**config.mk**
```make
export PLATFORM = sky130hd
export DESIGN_NAME = decimal_ascii_formatter_flat
export DESIGN_NICKNAME = d
export VERILOG_FILES = /design/src/sv/daf_pkg.sv /design/src/sv/daf_if.sv /design/src/sv/daf_dabble.sv /design/src/sv/decimal_ascii_formatter.sv /design/src/flat_wrapper.sv
export SDC_FILE = /design/constraint.sdc
export NUM_CORES = 1
export LEC_CHECK = 0
export ABC_AREA = 1
export BUFFER_PORTS_ARGS = -buffer_cell sky130_fd_sc_hd__buf_4
export CAP_MARGIN = 5
export CORE_MARGIN = 3
export CORE_UTILIZATION = 55
export DETAILED_ROUTE_END_ITERATION = 8
export PLACE_DENSITY = 0.75
export SLEW_MARGIN = 20
export SYNTH_ARGS = -nofsm -noshare
export SYNTH_HDL_FRONTEND = slang
export SYNTH_SLANG_ARGS = --single-unit
```
**constraint.sdc**
```tcl
create_clock -name clk -period 6.21 [get_ports clk]
set_input_delay 1.242 -clock clk [delete_from_list [all_inputs] [get_ports clk]]
set_output_delay 1.242 -clock clk [all_outputs]
set_load 0.02 [all_outputs]
```
**src/sv/daf_pkg.sv**
```systemverilog
// Shared types and constants for the decimal ASCII formatter.
package daf_pkg;

  localparam int unsigned NUMBER_W = 32;
  localparam int unsigned CHAR_W   = 8;
  localparam int unsigned DIGIT_W  = 4;

  localparam logic [CHAR_W-1:0]  ASCII_ZERO = 8'h30;
  localparam logic [DIGIT_W-1:0] DIGIT_FIVE = 4'd5;
  localparam logic [DIGIT_W-1:0] DIGIT_BIAS = 4'd3;

  localparam logic MODE_RAW = 1'b0;
  localparam logic MODE_DEC = 1'b1;

  typedef enum logic [3:0] {
    ST_IDLE = 4'b0001,
    ST_CONV = 4'b0010,
    ST_SKIP = 4'b0100,
    ST_EMIT = 4'b1000
  } state_t;

endpackage

```
**src/sv/daf_if.sv**
```systemverilog
// Valid/ready channel interfaces for formatter input and output transactions.
interface daf_in_if;
  logic                          valid;
  logic                          ready;
  logic                          mode;
  logic [daf_pkg::NUMBER_W-1:0]  number;
  logic [daf_pkg::CHAR_W-1:0]    raw_byte;

  modport source (output valid, output mode, output number, output raw_byte, input ready);
  modport sink   (input valid, input mode, input number, input raw_byte, output ready);
endinterface

interface daf_out_if;
  logic                        valid;
  logic                        ready;
  logic [daf_pkg::CHAR_W-1:0]  out_char;
  logic                        last;

  modport source (output valid, output out_char, output last, input ready);
  modport sink   (input valid, input out_char, input last, output ready);
endinterface

```
**src/sv/daf_dabble.sv**
```systemverilog
// Shift-add-3 step: corrects every BCD digit and shifts in one binary bit.
module daf_dabble #(
  parameter int unsigned NUM_DIGITS = 10
) (
  input  logic [NUM_DIGITS*daf_pkg::DIGIT_W-1:0] bcd_i,
  input  logic                                   bit_i,
  output logic [NUM_DIGITS*daf_pkg::DIGIT_W-1:0] bcd_o
);
  import daf_pkg::*;

  logic [NUM_DIGITS*DIGIT_W-1:0] adj;

  always_comb begin
    for (int i = 0; i < NUM_DIGITS; i++) begin
      if (bcd_i[i*DIGIT_W +: DIGIT_W] >= DIGIT_FIVE) begin
        adj[i*DIGIT_W +: DIGIT_W] = bcd_i[i*DIGIT_W +: DIGIT_W] + DIGIT_BIAS;
      end else begin
        adj[i*DIGIT_W +: DIGIT_W] = bcd_i[i*DIGIT_W +: DIGIT_W];
      end
    end
  end

  assign bcd_o = {adj[NUM_DIGITS*DIGIT_W-2:0], bit_i};

endmodule

```
**src/sv/decimal_ascii_formatter.sv**
```systemverilog
// Top level: raw byte pass-through and binary to decimal ASCII conversion.
// Raw byte: output valid in the cycle after accept; next item follows at once unless stalled.
// Decimal: one shift-add-3 step per bit of VW (VW = min(VALUE_WIDTH, 32)), then skip leading
//   zeros and emit the digits, each emit waiting out any output stall.
// The single shift-add-3 unit sets the conversion time; in_ch.ready is low until done.
// Synchronous active-low reset returns the sequencer to idle with no output pending.
module decimal_ascii_formatter #(
  parameter int unsigned VALUE_WIDTH = 32
) (
  input  logic      clk,
  input  logic      rst_n,
  daf_in_if.sink    in_ch,
  daf_out_if.source out_ch
);
  import daf_pkg::*;

  localparam int unsigned VW     = (VALUE_WIDTH < NUMBER_W) ? VALUE_WIDTH : NUMBER_W;
  localparam int unsigned ND     = ((VW * 1233) >> 12) + 1;
  localparam int unsigned BCD_W  = ND * DIGIT_W;
  localparam int unsigned CNT_W  = $clog2(VW + 1);
  localparam int unsigned DCNT_W = $clog2(ND + 1);

  state_t                state_r, state_nxt;
  logic [VW-1:0]         shift_r, shift_nxt;
  logic [BCD_W-1:0]      bcd_r, bcd_nxt;
  logic [BCD_W-1:0]      bcd_step;
  logic [CNT_W-1:0]      cnt_r, cnt_nxt;
  logic [DCNT_W-1:0]     dcnt_r, dcnt_nxt;
  logic                  out_valid_r, out_valid_nxt;
  logic [CHAR_W-1:0]     out_char_r, out_char_nxt;
  logic                  out_last_r, out_last_nxt;
  logic                  out_free;
  logic                  in_fire;
  logic [DIGIT_W-1:0]    top_digit;

  daf_dabble #(.NUM_DIGITS(ND)) u_dabble (
    .bcd_i (bcd_r),
    .bit_i (shift_r[VW-1]),
    .bcd_o (bcd_step)
  );

  assign out_free  = !out_valid_r || out_ch.ready;
  assign in_ch.ready = (state_r == ST_IDLE) && out_free;
  assign in_fire   = in_ch.valid && in_ch.ready;
  assign top_digit = bcd_r[BCD_W-1 -: DIGIT_W];

  assign out_ch.valid    = out_valid_r;
  assign out_ch.out_char = out_char_r;
  assign out_ch.last     = out_last_r;

  always_comb begin
    state_nxt     = state_r;
    shift_nxt     = shift_r;
    bcd_nxt       = bcd_r;
    cnt_nxt       = cnt_r;
    dcnt_nxt      = dcnt_r;
    out_char_nxt  = out_char_r;
    out_last_nxt  = out_last_r;
    out_valid_nxt = out_valid_r && !out_ch.ready;
    unique case (state_r)
      ST_IDLE: begin
        if (in_fire) begin
          if (in_ch.mode == MODE_RAW) begin
            out_valid_nxt = 1'b1;
            out_char_nxt  = in_ch.raw_byte;
            out_last_nxt  = 1'b1;
          end else begin
            shift_nxt = in_ch.number[VW-1:0];
            bcd_nxt   = '0;
            cnt_nxt   = CNT_W'(VW);
            state_nxt = ST_CONV;
          end
        end
      end
      ST_CONV: begin
        bcd_nxt   = bcd_step;
        shift_nxt = {shift_r[VW-2:0], 1'b0};
        cnt_nxt   = cnt_r - CNT_W'(1);
        if (cnt_r == CNT_W'(1)) begin
          dcnt_nxt  = DCNT_W'(ND);
          state_nxt = ST_SKIP;
        end
      end
      ST_SKIP: begin
        if (top_digit == '0 && dcnt_r != DCNT_W'(1)) begin
          bcd_nxt  = {bcd_r[BCD_W-DIGIT_W-1:0], {DIGIT_W{1'b0}}};
          dcnt_nxt = dcnt_r - DCNT_W'(1);
        end else begin
          state_nxt = ST_EMIT;
        end
      end
      ST_EMIT: begin
        if (out_free) begin
          out_valid_nxt = 1'b1;
          out_char_nxt  = ASCII_ZERO + CHAR_W'(top_digit);
          out_last_nxt  = (dcnt_r == DCNT_W'(1));
          bcd_nxt       = {bcd_r[BCD_W-DIGIT_W-1:0], {DIGIT_W{1'b0}}};
          dcnt_nxt      = dcnt_r - DCNT_W'(1);
          if (dcnt_r == DCNT_W'(1)) begin
            state_nxt = ST_IDLE;
          end
        end
      end
      default: begin
        state_nxt = ST_IDLE;
      end
    endcase
  end

  always_ff @(posedge clk) begin
    if (!rst_n) begin
      state_r     <= ST_IDLE;
      out_valid_r <= 1'b0;
    end else begin
      state_r     <= state_nxt;
      out_valid_r <= out_valid_nxt;
    end
  end

  always_ff @(posedge clk) begin
    shift_r    <= shift_nxt;
    bcd_r      <= bcd_nxt;
    cnt_r      <= cnt_nxt;
    dcnt_r     <= dcnt_nxt;
    out_char_r <= out_char_nxt;
    out_last_r <= out_last_nxt;
  end

endmodule

```
**src/flat_wrapper.sv**
```systemverilog
// flat-port wrapper written by rule: the top's interface ports become plain ports
module decimal_ascii_formatter_flat import daf_pkg::*;
#(
  parameter int unsigned VALUE_WIDTH = 32
)
  (clk, rst_n, in_ch_valid, in_ch_mode, in_ch_number, in_ch_raw_byte, in_ch_ready, out_ch_valid, out_ch_out_char, out_ch_last, out_ch_ready);
  daf_in_if in_ch_i ();
  daf_out_if out_ch_i ();
  input  logic clk;
  input  logic rst_n;
  input wire logic [$bits(in_ch_i.valid)-1:0] in_ch_valid;
  input wire logic [$bits(in_ch_i.mode)-1:0] in_ch_mode;
  input wire logic [$bits(in_ch_i.number)-1:0] in_ch_number;
  input wire logic [$bits(in_ch_i.raw_byte)-1:0] in_ch_raw_byte;
  output wire logic [$bits(in_ch_i.ready)-1:0] in_ch_ready;
  output wire logic [$bits(out_ch_i.valid)-1:0] out_ch_valid;
  output wire logic [$bits(out_ch_i.out_char)-1:0] out_ch_out_char;
  output wire logic [$bits(out_ch_i.last)-1:0] out_ch_last;
  input wire logic [$bits(out_ch_i.ready)-1:0] out_ch_ready;
  assign in_ch_i.valid = in_ch_valid;
  assign in_ch_i.mode = in_ch_mode;
  assign in_ch_i.number = in_ch_number;
  assign in_ch_i.raw_byte = in_ch_raw_byte;
  assign in_ch_ready = in_ch_i.ready;
  assign out_ch_valid = out_ch_i.valid;
  assign out_ch_out_char = out_ch_i.out_char;
  assign out_ch_last = out_ch_i.last;
  assign out_ch_i.ready = out_ch_ready;
  decimal_ascii_formatter #(.VALUE_WIDTH(VALUE_WIDTH)) u_core (.clk(clk), .rst_n(rst_n), .in_ch(in_ch_i), .out_ch(out_ch_i));
endmodule
```
==> results.tsv, run 1 <==
metric	value	unit
synth warn	0	
CP cell instances	buf_4 > nor2_1 > nor2_1 > buf_4	
Post-CTS Setup Inserts	0	
Pre-antenna DRT Iters	5	
# H-tree levels	3	
Routed WL per cell	13.0	µm
clock buffer depth	2	
WL final	9490	µm
First DRT Iteration DRCs	242	
Rel. slew slack	0.288	
Congestion Overflow GR	0	
maximum fanout along the worst path	3	
share of the synthesized area in the top cell type	0.526	
Post-Syn Instances	562	
first-pass GRT wire length	16100	µm
vias	3891	
CP max stage cell	nor2_1	
Peak VDD IR	0.156	mV
Die X	103	µm
CTS tree	built	
critical path arrival	1750	ps
row cnt	34	
syn avg cell area	9.25	µm²
area leader, netlist	edfxtp_1	
Hold WC Path Type	reg2reg	
antenna cells	0	
Setup crit end kind	output port	
Reg2Reg Setup Slack	3640	ps
RSZ-0062 raised after global routing	no	
vias per inst	5.34	
PwrDens	436	nW/µm²
final worst path period need	2990	ps
largest cells by area after synthesis	edfxtp_1, nand2_1, o21ai_0	
die area	10700	µm²
setup_tns	0	ps
clk_skew	11.6	ps
Worst Path Buf+Inv	2	
Inserted Clock Buffers	9	
area delta synth->final	13.4	%
register bit count reported by yosys	96	
fraction of layout cells with a size suffix above 1	0.166	
Clock Root Buffer	clkbuf_8	
Final nets	685	
CP top delay family	buffers and inverters	
Worst setup SP type	input pin	
vias in the first global route	3755	
Final Max Slew Viols	0	
dpl cells	711	
kind of critical path	in2out	
status	complete, no violations	
area occupied by multi-input gates	2010	µm²
hold_buf cts	0	
post-CTS sizing	0	
gr usage total	0.189	
register area	2830	µm²
port bufs	55	
placed cell area	5680	µm²
Die Y	103	µm
clk_lat worst skew	350	ps
fin cells	728	
Worst-path clk slew	100	ps
Yosys cell types	32	
DRC	0	
DRT antenna net count	0	
Core Area	8930	µm²
Peak Freq	335	MHz
period utilization	0.481	
Worst Tran Pin Value	1070	ps
Cell Area, Synth	5200	µm²
Starting Density	0.582	
Net Count, Synth	632	
Finished Cell Area	5890	µm²
# Max-Cap Violations	0	
hpwl dp	6280	µm
initial antenna violation count	0	
Util after Layout	0.660	
Sink Count	96	
largest net degree at the start of global routing	64	
sequential cell area fraction in the yosys report	0.545	
most frequent cells in the layout	nand2_1, edfxtp_1, inv_1, o21ai_0, buf_4	
# setup viols final	0	
commonest non-fill, non-tap cell in the layout	nand2_1	
Top Ports	56	
final hold vios	0	
Layout fillers	750	
Leakage	2.56	nW
Worst EP required	4970	ps
delay of the slowest critical-path stage	160	ps
GP Congestion	0.833	
## report_power, final
group	switching, mW	internal (mW)
registers	0.154	1.07
logic	0.645	0.321
clock network	0.214	0.168
## through the flow
step | power, mW | hold WS (ps) | setup slack (ps)
CTS | 2.56 | 525 | 3220
global placement | 2.13 | 499 | 2990
floorplan | 1.90 | 474 | 2290
global route | 2.78 | 561 | 3210
finish | 2.57 | 528 | 3220
detailed placement | 2.17 | 507 | 2960
## cells in the mapped netlist
master / count
nand2_1: 143
edfxtp_1: 91
inv_1: 69
o21ai_0: 69
nor2_1: 43
a21oi_1: 37
ha_1: 25
nand3_1: 10
o22ai_2: 8
o22ai_1: 6
or2_2: 6
buf_2: 5
clkbuf_1: 5
dfxtp_1: 5
inv_2: 5
o21ai_1: 5
xor2_1: 5
buf_1: 3
buf_6: 3
nor2_4: 3
nand2_2: 2
nor2_2: 2
nor3_1: 2
xnor2_1: 2
a211oi_1: 1
a211oi_2: 1
a21oi_2: 1
a31oi_1: 1
nand4_1: 1
nor2_8: 1
nor3b_1: 1
o211ai_1: 1
## metal layers
metal | global-route usage | vias up | routed length [µm]
met5 | 0 | - | 0
met4 | 0.0717 | 0 | 115
met3 | 0.0315 | 11 | 436
met2 | 0.319 | 98 | 4480
met1 | 0.245 | 1798 | 4450
li1 | - | 1984 | -
## logic make-up (layout without fill, tap and decap cells)
kind of cell             count (synthesis)  after routing  synth area share
AO/OA/AOI/OAI                          130            130             0.142
XOR/XNOR                                 7              7            0.0118
adder cells (fa/ha/maj)                 25             25            0.0602
buffers and inverters                   90            148            0.0705
flip-flops                              96             96             0.545
AND/OR/NAND/NOR                        214            214             0.171
## layout make-up
| cell class | count | share of cell area |
|---|---|---|
| clock buffers | 12 | 0.0263 |
| clock inverters | 4 | 0.00510 |
| inverters | 74 | 0.0471 |
| multi-input cells | 376 | 0.340 |
| flip-flops and latches | 96 | 0.481 |
| well taps | 108 | 0.0229 |
| repair buffers | 58 | 0.0773 |
## final timing paths
check | from | to | depth (start not counted)
worst min-delay path | u_core.shift_r[24]$_DFFE_PP_ | u_core.shift_r[25]$_DFFE_PP_ | 2
worst max-delay path | out_ch_ready | in_ch_ready | 4
worst max register to register | u_core.state_r[0]$_SDFFE_PN1P_ | u_core.bcd_r[39]$_DFFE_PP_ | 8
worst min register to register | u_core.shift_r[24]$_DFFE_PP_ | u_core.shift_r[25]$_DFFE_PP_ | 2
## flip-flops by register name, indices dropped and copies added (netlist names)
| signal | cells |
|---|---|
| u_core.bcd_r | 40 |
| u_core.cnt_r | 6 |
| u_core.dcnt_r | 4 |
| u_core.out_ch.last | 1 |
| u_core.out_ch.out_char | 8 |
| u_core.out_ch.valid | 1 |
| u_core.shift_r | 32 |
| u_core.state_r | 4 |
## tightest hold or removal path: cells and delay by family, from the launching register on
family	cells	cell delay, ps
DFF	1	340
and+or+nand+nor	2	100
Note: power is estimated with default switching activity, not from simulation.
==> run 2, diff against run 1 <==
==> constraint.sdc (replaced) <==
create_clock -name clk -period 3.1 [get_ports clk]
set_input_delay 0.62 -clock clk [delete_from_list [all_inputs] [get_ports clk]]
set_output_delay 0.62 -clock clk [all_outputs]
set_load 0.02 [all_outputs]
==> results.tsv, run 2 (synthesis results as in run 1) <==
metric	value	unit	change
fin cells	729		was 728
initial antenna violation count	0		unchanged
maximum fanout along the worst path	51		was 3
Final Max Slew Viols	0		unchanged
RSZ-0062 raised after global routing	no		unchanged
# Max-Cap Violations	0		unchanged
Worst EP required	3090	ps	was 4970 ps
reg2reg path depth	7		was 8
setup_tns	0	ps	unchanged
Die Y	103	µm	unchanged
reg-to-reg startpoint	u_core.state_r[2]$_SDFFE_PN0P_		was u_core.state_r[0]$_SDFFE_PN1P_
delay of the slowest critical-path stage	440	ps	was 160 ps
Power Internal	3.10	mW	was 1.56 mW
Setup crit end kind	register		was output port
die area	10700	µm²	unchanged
critical path arrival	2150	ps	was 1750 ps
largest net degree at the start of global routing	52		was 64
vias	3846		was 3891
First DRT Iteration DRCs	217		was 242
status	complete, no violations		unchanged
Largest register FFs	40		unchanged
CTS tree	built		unchanged
area delta synth->final	13.0	%	was 13.4%
Core Area	8930	µm²	unchanged
clk_lat worst skew	350	ps	about the same
hpwl dp	6410	µm	was 6280 µm
CP top delay family	buffers and inverters		unchanged
CP max stage cell	buf_4		was nor2_1
Reg-to-Reg End	u_core.shift_r[10]$_DFFE_PP_		was u_core.bcd_r[39]$_DFFE_PP_
WHS Endpoint	u_core.state_r[0]$_SDFFE_PN1P_		was u_core.shift_r[25]$_DFFE_PP_
Inserted Clock Buffers	9		unchanged
Pre-antenna DRT Iters	5		unchanged
Peak VDD IR	0.337	mV	was 0.156 mV
Hold WC Path Type	in2reg		was reg2reg
vias in the first global route	3546		was 3755
sequential share of power	0.482		was 0.476
Routed WL per cell	13.0	µm	about the same
Switching Share	0.392		was 0.394
Rel. slew slack	0.529		was 0.288
Starting Density	0.582		unchanged
hold_buf cts	0		unchanged
CP cell instances	nor2_2 > inv_2 > nor2_4 > buf_4 > o22ai_1 > inv_1 > buf_4		was buf_4 > nor2_1 > nor2_1 > buf_4
Sink Count	96		unchanged
DRC	0		unchanged
row cnt	34		unchanged
Worst setup SP type	register		was input pin
vias per inst	5.28		was 5.34
dpl cells	713		was 711
WL final	9470	µm	was 9490 µm
PwrDens	868	nW/µm²	was 436 nW/µm²
first-pass GRT wire length	15600	µm	was 16100 µm
Reg2Reg Setup Slack	940	ps	was 3640 ps
# setup viols final	0		unchanged
final worst path period need	2160	ps	
most frequent cells in the layout	nand2_1, edfxtp_1, inv_1, o21ai_0, buf_4		unchanged
most used cell, CP	buf_4		
DRT antenna net count	0		unchanged
port bufs	55		unchanged
switching power	2.00	mW	was 1.01 mW
Worst Hold Depth	2		unchanged
Post-CTS Setup Inserts	0		unchanged
Hold Crit Start	rst_n		was u_core.shift_r[24]$_DFFE_PP_
Clk pwr share	0.147		was 0.148
period utilization	0.696		
Die X	103	µm	unchanged
gr usage total	0.186		was 0.189
kind of critical path	reg2reg		was in2out
Logic pwr share	0.371		was 0.375
Worst-path clk slew	90	ps	was 100 ps
Final nets	686		was 685
clk_skew	12.9	ps	was 11.6 ps
# H-tree levels	3		unchanged
Congestion Overflow GR	0		unchanged
Clock Root Buffer	clkbuf_8		unchanged
Peak Freq	463	MHz	
fraction of layout cells with a size suffix above 1	0.164		was 0.166
Worst Tran Pin Value	704	ps	was 1070 ps
Top Ports	56		unchanged
Worst Path Buf+Inv	4		was 2
post-CTS sizing	0		unchanged
GP Congestion	0.816		was 0.833
Leakage	2.56	nW	about the same
final hold vios	0		unchanged
Largest Register	u_core.bcd_r		unchanged
antenna cells	0		unchanged
commonest non-fill, non-tap cell in the layout	nand2_1		unchanged
clock buffer depth	2		unchanged
Layout fillers	729		was 750
[run 2: cell count changes in the layout (fill, tap and decap cells not counted)]
cell | previous run | this run
buf_16 | 1 | 0
buf_4 | 57 | 59
clkbuf_1 | 1 | 3
clkinvlp_4 | 4 | 2
[run 2: worst max-delay path by stage]
| stage | start | end | cells past startpoint |
|---|---|---|---|
| after detailed placement | out_ch_ready | u_core.out_ch.out_char[3]$_DFFE_PP_ | 7 |
| after floorplan | out_ch_ready | u_core.bcd_r[0]$_DFFE_PP_ | 6 |
| after CTS | u_core.state_r[2]$_SDFFE_PN0P_ | u_core.shift_r[10]$_DFFE_PP_ | 7 |
| after global routing | u_core.state_r[3]$_SDFFE_PN0P_ | u_core.shift_r[31]$_DFFE_PP_ | 7 |
| after global placement | out_ch_ready | u_core.bcd_r[14]$_DFFE_PP_ | 8 |
| final | u_core.state_r[2]$_SDFFE_PN0P_ | u_core.shift_r[10]$_DFFE_PP_ | 7 |
[run 2: layer usage]
metal	up-vias	share of wire	global-route usage	wire, µm
met5	-	0	0	0
met2	107	0.49	0.321	4660
li1	1986	-	-	-
met1	1744	0.44	0.235	4190
met4	0	0.011	0.0647	105
met3	9	0.055	0.0382	519
[run 2: worst register-to-register path: cells and delay by family (launching register included)]
| kind | cells | cell delay, ps |
|---|---|---|
| buffers and inverters | 4 | 970 |
| DFF | 1 | 350 |
| and+or+nand+nor | 2 | 260 |
| AOI/OAI and AO/OA | 1 | 190 |
[run 2: layout make-up]
type                       instances  area, µm²  share of cell area
clock buffer                      14        163              0.0277
clock inverter                     2       15.0             0.00256
inverter                          74        278              0.0473
multi-input combinational        376       2010               0.342
sequential                        96       2830               0.482
tap                              108        135              0.0230
timing repair buffer              59        443              0.0754
[run 2: power groups by stage]
stage                     sequential (mW)  clock [mW]  combinational (mW)
after floorplan                      2.48           0                1.33
after global placement               2.45           0                1.82
after detailed placement             2.48           0                1.89
after CTS                            2.45       0.775                1.91
after global routing                 2.53       0.832                2.15
final                                2.46       0.748                1.89
[run 2: through the flow]
stage	area, µm²	util	worst slack, ps	power [mW]	hold WS, ps
2_1_floorplan	5200	-	457	3.81	474
3_5_place_dp	5690	0.637	774	4.37	504
5_1_grt	5870	0.657	729	5.51	488
4_1_cts	5870	0.657	914	5.14	482
6_report	5870	0.657	942	5.10	495
3_3_place_gp	5690	0.637	831	4.28	500
